`src/rtl/egd_pkg.sv`:
```
// Shared types and constants for the Exp-Golomb stream decoder.
// Depends on nothing; egd_decoder and the top level import it.
package egd_pkg;

   // Longest zero prefix accepted before a prefix error is flagged
   localparam int MAX_PREFIX = 31;
   // Prefix counter and suffix-left counter width
   localparam int CNT_W      = $clog2(MAX_PREFIX + 1);
   // Suffix accumulator width (a suffix holds at most MAX_PREFIX bits)
   localparam int SUF_W      = MAX_PREFIX;
   // Raw code number width: 2^n - 1 + suffix < 2^(SUF_W+1)
   localparam int CODE_W     = SUF_W + 1;
   localparam int VALUE_W    = 33;

   // Input item: one byte of the bitstream
   typedef struct packed {
      logic [7:0] data_byte;
      logic       final_byte;
   } req_type;

   // Result item
   typedef struct packed {
      logic signed [VALUE_W-1:0] value;
      logic                      truncated;
      logic                      prefix_error;
      logic                      run_last;
   } rsp_type;

endpackage

```
`src/rtl/egd_fifo.sv`:
```
// Small register-based first-in first-out queue with a combinational head read.
// Generic on width and depth; no package dependency.
module egd_fifo #(
   parameter int WIDTH = 8,
   parameter int DEPTH = 4
) (
   input  logic             clock,
   input  logic             reset,
   input  logic             push,
   input  logic [WIDTH-1:0] wdata,
   output logic             full,
   input  logic             pop,
   output logic [WIDTH-1:0] rdata,
   output logic             empty
);

   localparam int PTR_W = (DEPTH > 1) ? $clog2(DEPTH) : 1;
   localparam int CNT_W = $clog2(DEPTH + 1);

   logic [WIDTH-1:0] mem_ff [DEPTH];
   logic [PTR_W-1:0] wr_ptr_ff, wr_ptr_in;
   logic [PTR_W-1:0] rd_ptr_ff, rd_ptr_in;
   logic [CNT_W-1:0] count_ff, count_in;
   logic             wr_en, rd_en;

   assign full  = (count_ff == CNT_W'(DEPTH));
   assign empty = (count_ff == '0);
   assign wr_en = push & ~full;
   assign rd_en = pop & ~empty;
   assign rdata = mem_ff[rd_ptr_ff];

   // pointer and occupancy update
   always_comb begin
      wr_ptr_in = wr_ptr_ff;
      rd_ptr_in = rd_ptr_ff;
      count_in  = count_ff;
      if (wr_en) begin
         wr_ptr_in = (wr_ptr_ff == PTR_W'(DEPTH - 1)) ? '0 : wr_ptr_ff + 1'b1;
      end
      if (rd_en) begin
         rd_ptr_in = (rd_ptr_ff == PTR_W'(DEPTH - 1)) ? '0 : rd_ptr_ff + 1'b1;
      end
      if (wr_en && !rd_en) begin
         count_in = count_ff + 1'b1;
      end else if (rd_en && !wr_en) begin
         count_in = count_ff - 1'b1;
      end
   end

   always_ff @(posedge clock) begin
      if (reset) begin
         wr_ptr_ff <= '0;
         rd_ptr_ff <= '0;
         count_ff  <= '0;
      end else begin
         wr_ptr_ff <= wr_ptr_in;
         rd_ptr_ff <= rd_ptr_in;
         count_ff  <= count_in;
      end
   end

   // storage, no reset needed
   always_ff @(posedge clock) begin
      if (wr_en) begin
         mem_ff[wr_ptr_ff] <= wdata;
      end
   end

endmodule

```
`src/rtl/egd_decoder.sv`:
```
// Back end: bit-serial Exp-Golomb decoder, one bit of the head byte per cycle unless
// stalled, with a one-result holding stage that marks the last result of each byte.
// Depends on egd_pkg.
module egd_decoder (
   input  logic            clock,
   input  logic            reset,
   input  egd_pkg::req_type in_data,
   input  logic            in_empty,
   output logic            in_pop,
   input  logic            signed_mode,
   input  logic            out_full,
   output logic            out_push,
   output egd_pkg::rsp_type out_data
);
   import egd_pkg::*;

   // code state
   logic [CNT_W-1:0]  zero_cnt_ff, zero_cnt_in;
   logic              in_suffix_ff, in_suffix_in;
   logic [CNT_W-1:0]  left_ff, left_in;
   logic [SUF_W-1:0]  acc_ff, acc_in;
   logic [2:0]        pos_ff, pos_in;

   // holding stage for the newest result
   logic              pend_valid_ff, pend_valid_in;
   logic              pend_done_ff, pend_done_in;
   logic [CODE_W-1:0] pend_code_ff, pend_code_in;
   logic              pend_trunc_ff, pend_trunc_in;
   logic              pend_perr_ff, pend_perr_in;

   logic              adv, step, end_byte, last_bit, cur_bit;
   logic [CNT_W-1:0]  left_m1;
   logic [SUF_W-1:0]  acc_set;
   logic              res_now, res_code, res_trunc, res_perr, clr;
   logic [CODE_W-1:0] code_num;
   logic              new_res;
   logic [VALUE_W-1:0] half_ext, map_base, mapped;

   // the whole back end advances only while the result queue has room
   assign adv      = ~out_full;
   assign step     = adv & ~in_empty;
   assign end_byte = step & (pos_ff == 3'd7);
   assign last_bit = in_data.final_byte & (pos_ff == 3'd7);
   assign cur_bit  = in_data.data_byte[3'd7 - pos_ff];
   assign in_pop   = end_byte;

   // suffix bit lands at its final weight, so an early end is already padded
   assign left_m1 = left_ff - 1'b1;
   assign acc_set = acc_ff | (SUF_W'(1) << left_m1);

   // one bit of decoding
   always_comb begin
      zero_cnt_in  = zero_cnt_ff;
      in_suffix_in = in_suffix_ff;
      left_in      = left_ff;
      acc_in       = acc_ff;
      pos_in       = pos_ff;
      res_now      = 1'b0;
      res_code     = 1'b0;
      res_trunc    = 1'b0;
      res_perr     = 1'b0;
      clr          = 1'b0;
      if (step) begin
         pos_in = pos_ff + 1'b1;
         if (in_suffix_ff) begin
            left_in = left_m1;
            acc_in  = cur_bit ? acc_set : acc_ff;
            if (left_m1 == '0) begin
               res_now  = 1'b1;
               res_code = 1'b1;
               clr      = 1'b1;
            end else if (last_bit) begin
               res_now   = 1'b1;
               res_code  = 1'b1;
               res_trunc = 1'b1;
               clr       = 1'b1;
            end
         end else if (!cur_bit) begin
            if (zero_cnt_ff == CNT_W'(MAX_PREFIX)) begin
               // overlong prefix: flag it and start counting again
               res_now  = 1'b1;
               res_perr = 1'b1;
               clr      = 1'b1;
            end else begin
               zero_cnt_in = zero_cnt_ff + 1'b1;
               if (last_bit) begin
                  res_now   = 1'b1;
                  res_trunc = 1'b1;
                  clr       = 1'b1;
               end
            end
         end else begin
            if (zero_cnt_ff == '0) begin
               // lone one: whole code, value 0
               res_now = 1'b1;
               clr     = 1'b1;
            end else if (last_bit) begin
               res_now   = 1'b1;
               res_trunc = 1'b1;
               clr       = 1'b1;
            end else begin
               in_suffix_in = 1'b1;
               left_in      = zero_cnt_ff;
               acc_in       = '0;
            end
         end
         if (clr || last_bit) begin
            zero_cnt_in  = '0;
            in_suffix_in = 1'b0;
            left_in      = '0;
            acc_in       = '0;
         end
      end
   end

   // code number 2^n - 1 + suffix; suffix < 2^n so the add is an OR then a decrement
   always_comb begin
      code_num = '0;
      if (res_code) begin
         code_num = ((CODE_W'(1) << zero_cnt_ff)
                     | {1'b0, (cur_bit ? acc_set : acc_ff)}) - 1'b1;
      end
   end

   assign new_res = step & res_now;

   // holding stage: a result leaves once it is known whether it ends its byte
   assign out_push = adv & pend_valid_ff & (pend_done_ff | new_res | end_byte);

   always_comb begin
      pend_valid_in = pend_valid_ff;
      pend_done_in  = pend_done_ff;
      pend_code_in  = pend_code_ff;
      pend_trunc_in = pend_trunc_ff;
      pend_perr_in  = pend_perr_ff;
      if (new_res) begin
         pend_valid_in = 1'b1;
         pend_done_in  = end_byte;
         pend_code_in  = code_num;
         pend_trunc_in = res_trunc;
         pend_perr_in  = res_perr;
      end else if (out_push) begin
         pend_valid_in = 1'b0;
         pend_done_in  = 1'b0;
      end
   end

   // signed mapping: odd k -> (k+1)/2, even k -> -(k/2); both are base + 1
   assign half_ext = VALUE_W'(pend_code_ff[CODE_W-1:1]);
   assign map_base = pend_code_ff[0] ? half_ext : ~half_ext;
   assign mapped   = map_base + 1'b1;

   always_comb begin
      out_data.value        = signed_mode ? mapped : VALUE_W'(pend_code_ff);
      out_data.truncated    = pend_trunc_ff;
      out_data.prefix_error = pend_perr_ff;
      out_data.run_last     = pend_done_ff | ~new_res;
   end

   always_ff @(posedge clock) begin
      if (reset) begin
         zero_cnt_ff   <= '0;
         in_suffix_ff  <= 1'b0;
         left_ff       <= '0;
         acc_ff        <= '0;
         pos_ff        <= '0;
         pend_valid_ff <= 1'b0;
         pend_done_ff  <= 1'b0;
      end else begin
         zero_cnt_ff   <= zero_cnt_in;
         in_suffix_ff  <= in_suffix_in;
         left_ff       <= left_in;
         acc_ff        <= acc_in;
         pos_ff        <= pos_in;
         pend_valid_ff <= pend_valid_in;
         pend_done_ff  <= pend_done_in;
      end
   end

   // result payload
   always_ff @(posedge clock) begin
      pend_code_ff  <= pend_code_in;
      pend_trunc_ff <= pend_trunc_in;
      pend_perr_ff  <= pend_perr_in;
   end

endmodule

```
`src/rtl/exp_golomb_stream_decoder.sv`:
```
// Channel   Handshake              Payload
// req_      push / full            req_data  (data_byte, final_byte)
// rsp_      empty / pop            rsp_data  (value, truncated, prefix_error, run_last)
// csr_      valid / ready          csr_data  (signed_mode)
//
// The bit-serial decoder takes each byte one bit per cycle while not stalled,
// whatever number of results (zero to eight) it yields. A result waits in a
// one-entry stage until the next result or the end of its byte settles run_last,
// and only then enters the result queue. Bytes queue in front of the decoder and
// results behind it, so either side may stall on its own; a full result queue
// freezes the decoder. Reset is synchronous and needs no sweep.
// Top level; depends on egd_pkg, egd_fifo and egd_decoder.
module exp_golomb_stream_decoder #(
   parameter int IN_DEPTH  = 4,
   parameter int OUT_DEPTH = 4
) (
   input  logic             clock,
   input  logic             reset,
   input  logic             req_push,
   input  egd_pkg::req_type req_data,
   output logic             req_full,
   output logic             rsp_empty,
   input  logic             rsp_pop,
   output egd_pkg::rsp_type rsp_data,
   input  logic             csr_valid,
   output logic             csr_ready,
   input  logic             csr_data
);
   import egd_pkg::*;

   logic    signed_mode_ff, signed_mode_in;
   req_type head_data;
   logic    head_empty, head_pop;
   logic    res_push, res_full;
   rsp_type res_data;

   // configuration register
   assign csr_ready      = 1'b1;
   assign signed_mode_in = (csr_valid & csr_ready) ? csr_data : signed_mode_ff;

   always_ff @(posedge clock) begin
      if (reset) begin
         signed_mode_ff <= 1'b0;
      end else begin
         signed_mode_ff <= signed_mode_in;
      end
   end

   // front: byte queue
   egd_fifo #(
      .WIDTH ($bits(req_type)),
      .DEPTH (IN_DEPTH)
   ) u_req_fifo (
      .clock (clock),
      .reset (reset),
      .push  (req_push),
      .wdata (req_data),
      .full  (req_full),
      .pop   (head_pop),
      .rdata (head_data),
      .empty (head_empty)
   );

   // back: bit-serial decoder
   egd_decoder u_decoder (
      .clock       (clock),
      .reset       (reset),
      .in_data     (head_data),
      .in_empty    (head_empty),
      .in_pop      (head_pop),
      .signed_mode (signed_mode_ff),
      .out_full    (res_full),
      .out_push    (res_push),
      .out_data    (res_data)
   );

   // result queue
   egd_fifo #(
      .WIDTH ($bits(rsp_type)),
      .DEPTH (OUT_DEPTH)
   ) u_rsp_fifo (
      .clock (clock),
      .reset (reset),
      .push  (res_push),
      .wdata (res_data),
      .full  (res_full),
      .pop   (rsp_pop),
      .rdata (rsp_data),
      .empty (rsp_empty)
   );

endmodule
```
`config.mk`:
```
export PLATFORM = sky130hd
export DESIGN_NAME = exp_golomb_stream_decoder
export DESIGN_NICKNAME = d
export VERILOG_FILES = /design/src/rtl/egd_pkg.sv /design/src/rtl/egd_fifo.sv /design/src/rtl/egd_decoder.sv /design/src/rtl/exp_golomb_stream_decoder.sv
export SDC_FILE = /design/constraint.sdc
export NUM_CORES = 1
export LEC_CHECK = 0
export BUFFER_PORTS_ARGS = -buffer_cell sky130_fd_sc_hd__buf_2
export CAP_MARGIN = 20
export CORE_MARGIN = 2
export CORE_UTILIZATION = 60
export DETAILED_ROUTE_END_ITERATION = 10
export GPL_TIMING_DRIVEN = 0
export PLACE_DENSITY = 0.79
export RECOVER_POWER = 25
export SKIP_CTS_REPAIR_TIMING = 1
export SYNTH_ARGS = -nofsm -noshare
export SYNTH_HDL_FRONTEND = slang
export SYNTH_HIERARCHICAL = 1
export SYNTH_SLANG_ARGS = --single-unit
```
`constraint.sdc`:
```
create_clock -name clock -period 5.29 [get_ports clock]
set_input_delay 1.058 -clock clock [delete_from_list [all_inputs] [get_ports clock]]
set_output_delay 1.058 -clock clock [all_outputs]
set_load 0.005 [all_outputs]
```
After elaboration in Yosys (flattened, before gate mapping)
Memory sizes are Yosys's and may differ from the RTL's. A register that Yosys moved wholly into a read port is not among the register bits.
Index checks and enable logic that the tools add are counted.
{"block": "op_classes", "n_addsub": 14, "order_cmp": 1, "n_eq_ne": 13, "shift": 2, "mux": 59, "bitwise": 22, "reduce_logical": 20}
{"op": "$mux 31", "count": 6}
{"op": "$mux 33", "count": 2}
{"op": "$mux 5", "count": 9}
{"op": "$add 33x1->33 const B", "count": 1}
{"op": "$not 31->33", "count": 1}
{"op": "$or 32x31->32", "count": 1}
{"op": "$shl 1x5->32 const A", "count": 1}
{"op": "$sub 32x1->32 const B", "count": 1}
{"op": "$or 31x31->31", "count": 1}
{"op": "$shl 1x5->31 const A", "count": 1}
{"op": "$mux 1", "count": 29}
{"op": "$mux 2", "count": 8}
{"op": "$mux 3", "count": 4}
{"op": "$and 1x1->1", "count": 10}
{"op": "$logic_not 5->1", "count": 2}
{"op": "$add 3x1->3 const B", "count": 3}
{"op": "$eq 3x3->1 const B", "count": 3}
{"op": "$add 2x1->2 const B", "count": 4}
{"op": "$eq 2x2->1 const B", "count": 4}
{"op": "$reduce_and 4->1", "count": 2}
{"op": "$logic_not 3->1", "count": 2}
{"op": "$ne 2x2->1 const B", "count": 3}
{"op": "$ne 3x2->1 const B", "count": 2}
{"op": "$not 1->1", "count": 6}
{"op": "other kinds (14)", "count": 25}
{"block": "totals", "regBits": 96, "ramBits": 180, "input_bits": 15, "out_inout_bits": 39, "wordCells": 150, "mem_count": 2}
{"memory": "u_rsp_fifo.mem_ff", "depth": 4, "word_bits": 36, "rd": 1, "rd_clocked_by_memory_dff": 1, "wr": 1, "line": "egd_fifo.sv:20", "rtl": "logic [WIDTH-1:0] mem_ff [DEPTH];"}
{"memory": "u_req_fifo.mem_ff", "depth": 4, "word_bits": 9, "rd": 1, "rd_clocked_by_memory_dff": 1, "wr": 1, "line": "egd_fifo.sv:20"}

Longest topological paths before layout
Gate-level depths: netlist (run 1).
{"block": "depth", "depth_word": 16, "ltp_mapped": 19, "depth_no_buf": 18}

Hierarchy
The synthesis (run 1) kept the hierarchy.
{"module": "egd_decoder", "instances": 1, "cells_each": 846, "area_each_um2": 6467.5, "seq_area_each_um2": 1961.9}
{"module": "egd_fifo at u_rsp_fifo", "instances": 1, "cells_each": 238, "area_each_um2": 5699.2, "seq_area_each_um2": 4504.3}
{"module": "egd_fifo at u_req_fifo", "instances": 1, "cells_each": 97, "area_each_um2": 1811.7, "seq_area_each_um2": 1261.2}
{"module": "exp_golomb_stream_decoder", "instances": 1, "cells_each": 5, "area_each_um2": 45.0, "seq_area_each_um2": 20.0}

Least setup slack after synthesis (run 1)
OpenSTA, ideal clock, no wires.
{"block": "synth_timing", "path_kind": "register to register", "start": "register (tool-made name)", "end": "memory u_rsp_fifo/mem_ff[0][0] in the netlist's numbering, data pin", "setup_time_ps": 375, "t_arrival_ps": 3944, "t_required_ps": 4915, "path_slack_ps": 970, "stages_incl_launch_ff": 10, "n_path_buf": 1, "synth_period_minus_slack_ps": 4320, "path_cell_list": "dfxtp_1 -> buf_2 -> mux4_2 -> mux2i_1 -> a22oi_1 -> and3b_1 -> nor2_1 -> o21ai_1 -> a21oi_1 -> nand2b_1"}
{"item": "end, declared", "line": "egd_fifo.sv:20"}

Worst setup path in the final report (run 1)
{"block": "layout_timing", "start": "register u_decoder.left_ff[0]", "end": "register u_decoder.pend_code_ff[20], data pin"}
{"block": "layout_via", "elab_chain_len": 6, "elab_cells_between_ends": 10, "cone_classes": "add/sub: 2; shift: 1; mux: 4; bitwise: 2; reduce/logical: 1"}
{"item": "start, declared", "line": "egd_decoder.sv:20", "rtl": "logic [CNT_W-1:0] left_ff, left_in;"}
{"item": "start signal, assigned", "line": "egd_decoder.sv:172", "rtl": "left_ff <= left_in;"}
{"item": "$sub 5x1->5 (*)", "line": "egd_decoder.sv:48", "rtl": "assign left_m1 = left_ff - 1'b1;"}
{"item": "$shl 1x5->31", "line": "egd_decoder.sv:49", "rtl": "assign acc_set = acc_ff | (SUF_W'(1) << left_m1);"}
{"item": "$or 31x31->31", "line": "egd_decoder.sv:49"}
{"item": "$mux 31"}
{"item": "$or 32x31->32", "line": "egd_decoder.sv:121", "rtl": "| {1'b0, (cur_bit ? acc_set : acc_ff)}) - 1'b1;"}
{"item": "$sub 32x1->32", "line": "egd_decoder.sv:121"}
{"item": "end signal, assigned", "line": "egd_decoder.sv:182", "rtl": "pend_code_ff <= pend_code_in;"}
{"item": "end, declared", "line": "egd_decoder.sv:27", "rtl": "logic [CODE_W-1:0] pend_code_ff, pend_code_in;"}
Every way passes the cells marked *; elsewhere a longest branch is shown, timed or not.
A chain may end at the register's enable or synchronous reset.

==> results of run 1 <==
## power by group
group	switching, uW	internal (uW)
clock network	818	1160
logic	1250	807
registers	158	2730
total	2220	4700
## stage by stage
stage,setup WS [ns],hold slack [ns],cell area [um^2]
2_1_floorplan,0.970,0.437,14000
3_3_place_gp,-0.206,0.446,14700
3_5_place_dp,0.227,0.455,14800
4_1_cts,0.134,0.470,15700
5_1_grt,0.0768,0.484,15700
6_report,0.343,0.473,15700
## placed cells by master (no fill, tap or decap), types with 8 or more instances in the layout
| cell type | instances |
|---|---|
| xnor2_1 | 23 |
| and2_1 | 13 |
| nand3_1 | 32 |
| clkbuf_16 | 28 |
| a21oi_1 | 80 |
| or4_1 | 8 |
| nand2b_1 | 14 |
| nor3_1 | 24 |
| edfxtp_1 | 214 |
| o21ai_1 | 15 |
| nand4_1 | 14 |
| mux4_2 | 45 |
| o21ai_0 | 42 |
| o21a_1 | 8 |
| and3_1 | 10 |
| inv_1 | 32 |
| mux2i_1 | 12 |
| o22ai_1 | 17 |
| clkbuf_1 | 73 |
| buf_2 | 46 |
| a22o_1 | 12 |
| a211oi_1 | 11 |
| o31ai_1 | 9 |
| nor2_1 | 113 |
| dfxtp_1 | 66 |
| nand2_1 | 64 |
| nor2b_1 | 19 |
| xor2_1 | 23 |
| or3_1 | 11 |
| ha_1 | 29 |
| a31oi_1 | 22 |
## per-layer routing
metal | part of all wire [%] | track usage, %
met4 | 3.2 | 9.31
met2 | 48 | 45.2
met1 | 42 | 35.2
met3 | 6.6 | 3.66
met5 | 0 | 0
## logic make-up after synthesis
family / after synthesis
buf+inv: 113
compound gates: 290
other cells: 1
mux: 61
flops: 280
simple gates: 364
fa+ha+maj: 31
xor+xnor: 46
## worst register-to-register path: stages (launching register included)
cell and delay [ns]:
dfxtp_1 0.48, inv_1 0.13, ha_1 0.29, ha_1 0.30
clkbuf_1 0.20, clkbuf_1 0.33, and2_1 0.23, buf_1 0.20
a221oi_1 0.36, ha_1 0.25, nand2b_1 0.06, a21oi_1 0.16
nand4_1 0.20, a31oi_2 0.38, nor4b_2 0.36, clkbuf_2 0.28
o2111ai_1 0.18, xor2_1 0.23, nor2_1 0.06
## final timing paths
kind	start	to	slack, ns	depth (start not counted)
setup reg to reg	u_decoder/left_ff[0]$_SDFFE_PP0P_	u_decoder/pend_code_ff[20]$_SDFFCE_PN0P_	0.34	18
hold reg to reg	u_decoder/acc_ff[30]$_SDFFE_PP0P_	u_decoder/acc_ff[30]$_SDFFE_PP0P_	0.47	1
setup / recovery	u_decoder/left_ff[0]$_SDFFE_PP0P_	u_decoder/pend_code_ff[20]$_SDFFCE_PN0P_	0.34	18
hold / removal	u_decoder/acc_ff[30]$_SDFFE_PP0P_	u_decoder/acc_ff[30]$_SDFFE_PP0P_	0.47	1
## sequential cells by signal, summed over array words and instances (netlist names), 3 cells and up, named ones only
signal,flops
u_decoder/zero_cnt_ff,5
u_rsp_fifo/count_ff,3
u_decoder/pend_code_ff,32
u_req_fifo/mem_ff,36
u_decoder/pos_ff,3
u_decoder/left_ff,5
u_req_fifo/count_ff,3
u_rsp_fifo/mem_ff,144
u_decoder/acc_ff,31
## area by class of cell
type                            count  area share (%)
Sequential cell                   280            49.4
Clock inverter                     19            1.40
Tap cell                          313            2.50
Timing Repair Buffer               59            2.27
Clock buffer                       31            4.54
Buffer                             77            2.16
Multi-Input combinational cell    793            36.6
Inverter                           36            1.12
==> metrics.md, run 1 <==
| Metric | Value |
|---|---|
| Adder-cell area share of the yosys netlist | 2.87% |
| H-tree depth | 1 |
| Synth Area in Simple Gates | 13.2% |
| Starting Density | 61.6% |
| Minimum clock period | 4.95 ns |
| Dpl hpwl | 22900 um |
| Register area share after synthesis | 55.2% |
| Total power | 6920 uW |
| Xor/xnor share of the synthesized area | 2.87% |
| Arrival @ worst endpoint | 5.23 ns |
| Seq cells post-synth | 280 |
| DR iter-0 viols | 1134 |
| Final setup skew | 0.0219 ns |
| Final setup viols | 0 |
| Clock buffer depth | 3 |
| Largest net degree at the start of global routing | 34 |
| Placed Instances | 1557 |
| Core ar. | 22800 um^2 |
| Wire per inst | 20.2 um |
| Synth unique cells | 86 |
| CTS Root Cell | clkbuf_16 |
| Dominant cell type by area after synthesis | edfxtp_1 |
| Async S/R FF share, synth | 0% |
| Leak pwr | 0.00530 uW |
| Nets | 1321 |
| Num CTS Buffers | 28 |
| Worst path top cell family by delay | buffers and inverters |
| Vias/cell | 6.23 |
| WP data required | 5.58 ns |
| Die Ht | 157 um |
| Top cells by area, synth | edfxtp_1, dfxtp_1, mux4_2 |
| # Max-Cap Violations | 0 |
| Final wirelength | 32500 um |
| I/O pin count | 54 |
| WP buf/inv | 5 |
| Most instantiated cells after synthesis | edfxtp_1, nor2_1, a21oi_1 |
| Hold Crit Class | flop to flop |
| Detail Route Antenna Nets | 0 |
| TritonCTS clock tree | built |
| Avg Synthesized Cell Area | 11.8 um^2 |
| Grt ovf | 0 |
| Most frequent cell after synthesis | edfxtp_1 |
| Critical path, cell by cell | inv_1, ha_1, ha_1, clkbuf_1, clkbuf_1, and2_1, buf_1, a221oi_1, ha_1, nand2b_1, a21oi_1, nand4_1, a31oi_2, nor4b_2, clkbuf_2, o2111ai_1, xor2_1, nor2_1 |
| Crit. End Element | flop |
| Fin crit share | 93.5% |
| Final Hold Viols | 0 |
| Max Fanout on Critical Path | 10 |
| Critical path class | flop to flop |
| Fillers | 1617 |
| DRC Markers | 0 |
| Max stage delay on crit path | 0.48 ns |
| Fmax | 202 MHz |
| Total negative slack | 0 ns |
| Ys Warns | 6 |
| Final design utilization | 68.8% |
| First-pass GRT wire length | 51400 um |
| Share of layout cells above drive strength 1 | 13.4% |
| Clock tree sinks | 280 |
| Syn Inst Count | 1186 |
| Ys flop type | edfxtp_1 |
| Rows | 55 |
| Unrepaired setup endpoints after global routing | false |
| Compound-Gate Fraction of Synth Area | 13.5% |
| Pins Over Slew Limit | 0 |
| Syn_nets | 1232 |
| Power Density | 441 nW/um^2 |
| Vias in the first global route | 9737 |
| Slew HR | 33.7% |
| Area Overhead vs Synth | 11.8% |
| Antenna Cells | 0 |
| Pin slew with the least headroom to its limit | 0.985 ns |
| Share of the synthesized area in the top cell type | 45.8% |
| Routability cong. | 0.967 |
| Buffers on Ports | 52 |
| Layout Cells excl Fill | 1608 |
| Register area | 7750 um^2 |
| CP most frequent cell | ha_1 |
| Worst skew pair latency | 0.56 ns |
| Initial antenna violation count | 0 |
| CTS clock-pin slew for the worst setup and hold paths | 0.06 ns |
| Post-synth EDFFs | 214 |
| Die span in x | 157 um |
| GRT Util Overall | 26.6% |
| Die area | 24600 um^2 |
| Highest-delay cell along the critical path | dfxtp_1 |
| Peak supply drop | 0.000330 V |
| Multi-input logic area | 5740 um^2 |
| DRT Pass-1 Iters | 6 |
| Main combinational cell family by area after synthesis | compound AO/OA/AOI/OAI gates |
| DR vias | 10000 |
| Synth Cell Area | 14000 um^2 |
| Outcome | finished, final reports clean |
| Multiplexer share of the synthesized area | 8.40% |
| Worst setup SP type | flop |
Power figures use the tool's default switching activity.
==> run 2, diff against run 1 <==
--- a/config.mk
+++ b/config.mk
@@ -9,6 +9,8 @@
 export CAP_MARGIN = 20
 export CORE_MARGIN = 2
 export CORE_UTILIZATION = 60
+export CTS_BUF_LIST = sky130_fd_sc_hd__clkbuf_4 sky130_fd_sc_hd__clkbuf_8 sky130_fd_sc_hd__clkbuf_16
+export CTS_CLUSTER_SIZE = 24
 export DETAILED_ROUTE_END_ITERATION = 10
 export GPL_TIMING_DRIVEN = 0
 export PLACE_DENSITY = 0.79
==> run 2 against run 1 <==
Wire length decreased by 0.15%. Critical endpoint unchanged. Sequential cell count is the same. Combinational power hardly changed. Cell count unchanged. Largest cell class unchanged. Sequential share of layout area about the same. Hold slack lost 0.0033 ns. Clock-buffer cell count did not move. First-iteration DRC count grew 0.35%. Via count up 0.42%.
==> metrics.md, run 2 (synthesized netlist as in run 1, its figures left out) <==
| Metric | Value |
|---|---|
| Final wirelength | 32400 um |
| Critical R2R Launch | u_decoder/left_ff[0]$_SDFFE_PP0P_ |
| Fmax | 202 MHz |
| Vias/cell | 6.26 |
| Largest net degree at the start of global routing | 34 |
| Vias in the first global route | 9756 |
| Clock tree sinks | 280 |
| First-pass GRT wire length | 51500 um |
| Max Fanout on Critical Path | 10 |
| Buffers on Ports | 52 |
| Fin crit share | 93.6% |
| Antenna Cells | 0 |
| Final setup viols | 0 |
| Share of layout cells above drive strength 1 | 13.6% |
| Total negative slack | 0 ns |
| H-tree depth | 1 |
| CTS Root Cell | clkbuf_16 |
| Hold Crit Class | flop to flop |
| Dpl hpwl | 22900 um |
| Wire per inst | 20.2 um |
| Grt ovf | 0 |
| Reg with most FFs | u_rsp_fifo/mem_ff |
| Final design utilization | 68.9% |
| Minimum clock period | 4.95 ns |
| CTS clock-pin slew for the worst setup and hold paths | 0.06 ns |
| Initial antenna violation count | 0 |
| Leak pwr | 0.00531 uW |
| Starting Density | 61.6% |
| Hold slack | 0.469 ns |
| Worst Setup EP | u_decoder/pend_code_ff[20]$_SDFFCE_PN0P_ |
| Crit. End Element | flop |
| Clock buffer depth | 3 |
| Multi-input logic area | 5740 um^2 |
| Finished layout cell area | 15700 um^2 |
| Largest regs | u_rsp_fifo/mem_ff (144), u_req_fifo/mem_ff (36), u_decoder/pend_code_ff (32) |
| RR Endpoint | u_decoder/pend_code_ff[20]$_SDFFCE_PN0P_ |
| Detail Route Antenna Nets | 0 |
| Final setup skew | 0.0224 ns |
| Peak supply drop | 0.000330 V |
| GRT Util Overall | 26.6% |
| DR iter-0 viols | 1138 |
| CP Launch Point | u_decoder/left_ff[0]$_SDFFE_PP0P_ |
| Core ar. | 22800 um^2 |
| Die Ht | 157 um |
| DRC Markers | 0 |
| Register area | 7750 um^2 |
| Arrival @ worst endpoint | 5.24 ns |
| Place WS | 0.227 ns |
| Most frequent cells in the layout | edfxtp_1, nor2_1, a21oi_1, clkbuf_1, dfxtp_1 |
| Worst setup margin | 0.341 ns |
| Die area | 24600 um^2 |
| Fillers | 1615 |
| Pins Over Slew Limit | 0 |
| Die span in x | 157 um |
| Commonest non-fill, non-tap cell in the layout | edfxtp_1 |
| # Max-Cap Violations | 0 |
| Num CTS Buffers | 28 |
| DRT Pass-1 Iters | 6 |
| Pin slew with the least headroom to its limit | 0.982 ns |
| WP data required | 5.58 ns |
| Worst reg2reg setup slack | 0.34 ns |
| R2R depth | 18 |
| Nets | 1321 |
| TritonCTS clock tree | built |
| Final Hold Viols | 0 |
| I/O pin count | 54 |
| Power Density | 442 nW/um^2 |
| Rows | 55 |
| Outcome | finished, final reports clean |
| Worst skew pair latency | 0.56 ns |
| Slew HR | 34.0% |
| Worst setup SP type | flop |
| Area Overhead vs Synth | 11.9% |
| Critical path class | flop to flop |
| Unrepaired setup endpoints after global routing | false |
| Dpl cell area | 14800 um^2 |
| Routability cong. | 0.967 |
| DR vias | 10100 |
| Max reg flops | 144 |
-- run 2: cell counts in the layout (fill, tap and decap cells not counted) --
Identical to the previous run, type by type.
-- run 2: final cells by class --
class,count,area share [%]
plain buffers,77,2.16
clock buffers,31,4.61
flip-flops and latches,280,49.4
multi-input cells,793,36.6
clock inverters,19,1.40
inverters,36,1.12
well taps,313,2.50
repair buffers,59,2.26
-- run 2: stage by stage --
stage / std cells / total power, uW
floorplan: 1186 / 4370
global placement: 1551 / 4900
global route: 1608 / 7280
CTS: 1607 / 6980
finish: 1608 / 6940
detailed placement: 1557 / 4970
-- run 2: worst max-delay path: stages, from the launching register on --
cell	delay (ns)
dfxtp_1	0.47
inv_1	0.12
ha_1	0.29
ha_1	0.30
clkbuf_1	0.20
clkbuf_1	0.33
and2_1	0.23
buf_1	0.19
a221oi_1	0.36
ha_1	0.25
nand2b_1	0.07
a21oi_1	0.16
nand4_1	0.20
a31oi_2	0.39
nor4b_2	0.37
clkbuf_2	0.28
o2111ai_1	0.17
xor2_1	0.23
nor2_1	0.06
-- run 2: where the power goes --
group	switching, uW	internal, uW	leakage, uW
Combinational	1250	807	0.00236
Sequential	158	2730	0.00249
Clock	817	1180	0.000454
-- run 2: how the worst min path moves through the flow --
stage | depth (start not counted) | start | slack, ns | to
3_5_place_dp | 1 | u_decoder/acc_ff[30]$_SDFFE_PP0P_ | 0.46 | u_decoder/acc_ff[30]$_SDFFE_PP0P_
2_1_floorplan | 2 | u_decoder/acc_ff[11]$_SDFFE_PP0P_ | 0.44 | u_decoder/acc_ff[11]$_SDFFE_PP0P_
6_report | 1 | u_decoder/acc_ff[30]$_SDFFE_PP0P_ | 0.47 | u_decoder/acc_ff[30]$_SDFFE_PP0P_
4_1_cts | 1 | u_decoder/acc_ff[30]$_SDFFE_PP0P_ | 0.47 | u_decoder/acc_ff[30]$_SDFFE_PP0P_
5_1_grt | 2 | u_decoder/acc_ff[27]$_SDFFE_PP0P_ | 0.48 | u_decoder/acc_ff[27]$_SDFFE_PP0P_
3_3_place_gp | 1 | u_decoder/acc_ff[28]$_SDFFE_PP0P_ | 0.45 | u_decoder/acc_ff[28]$_SDFFE_PP0P_
-- run 2: metal layers --
metal  vias up  track usage [%]  wire [um]
met4         0             9.31       1150
met5         -                0          0
met3        91             3.68       2270
met1      4811             35.3      13400
met2       462             45.1      15600
li1       4702                -          -
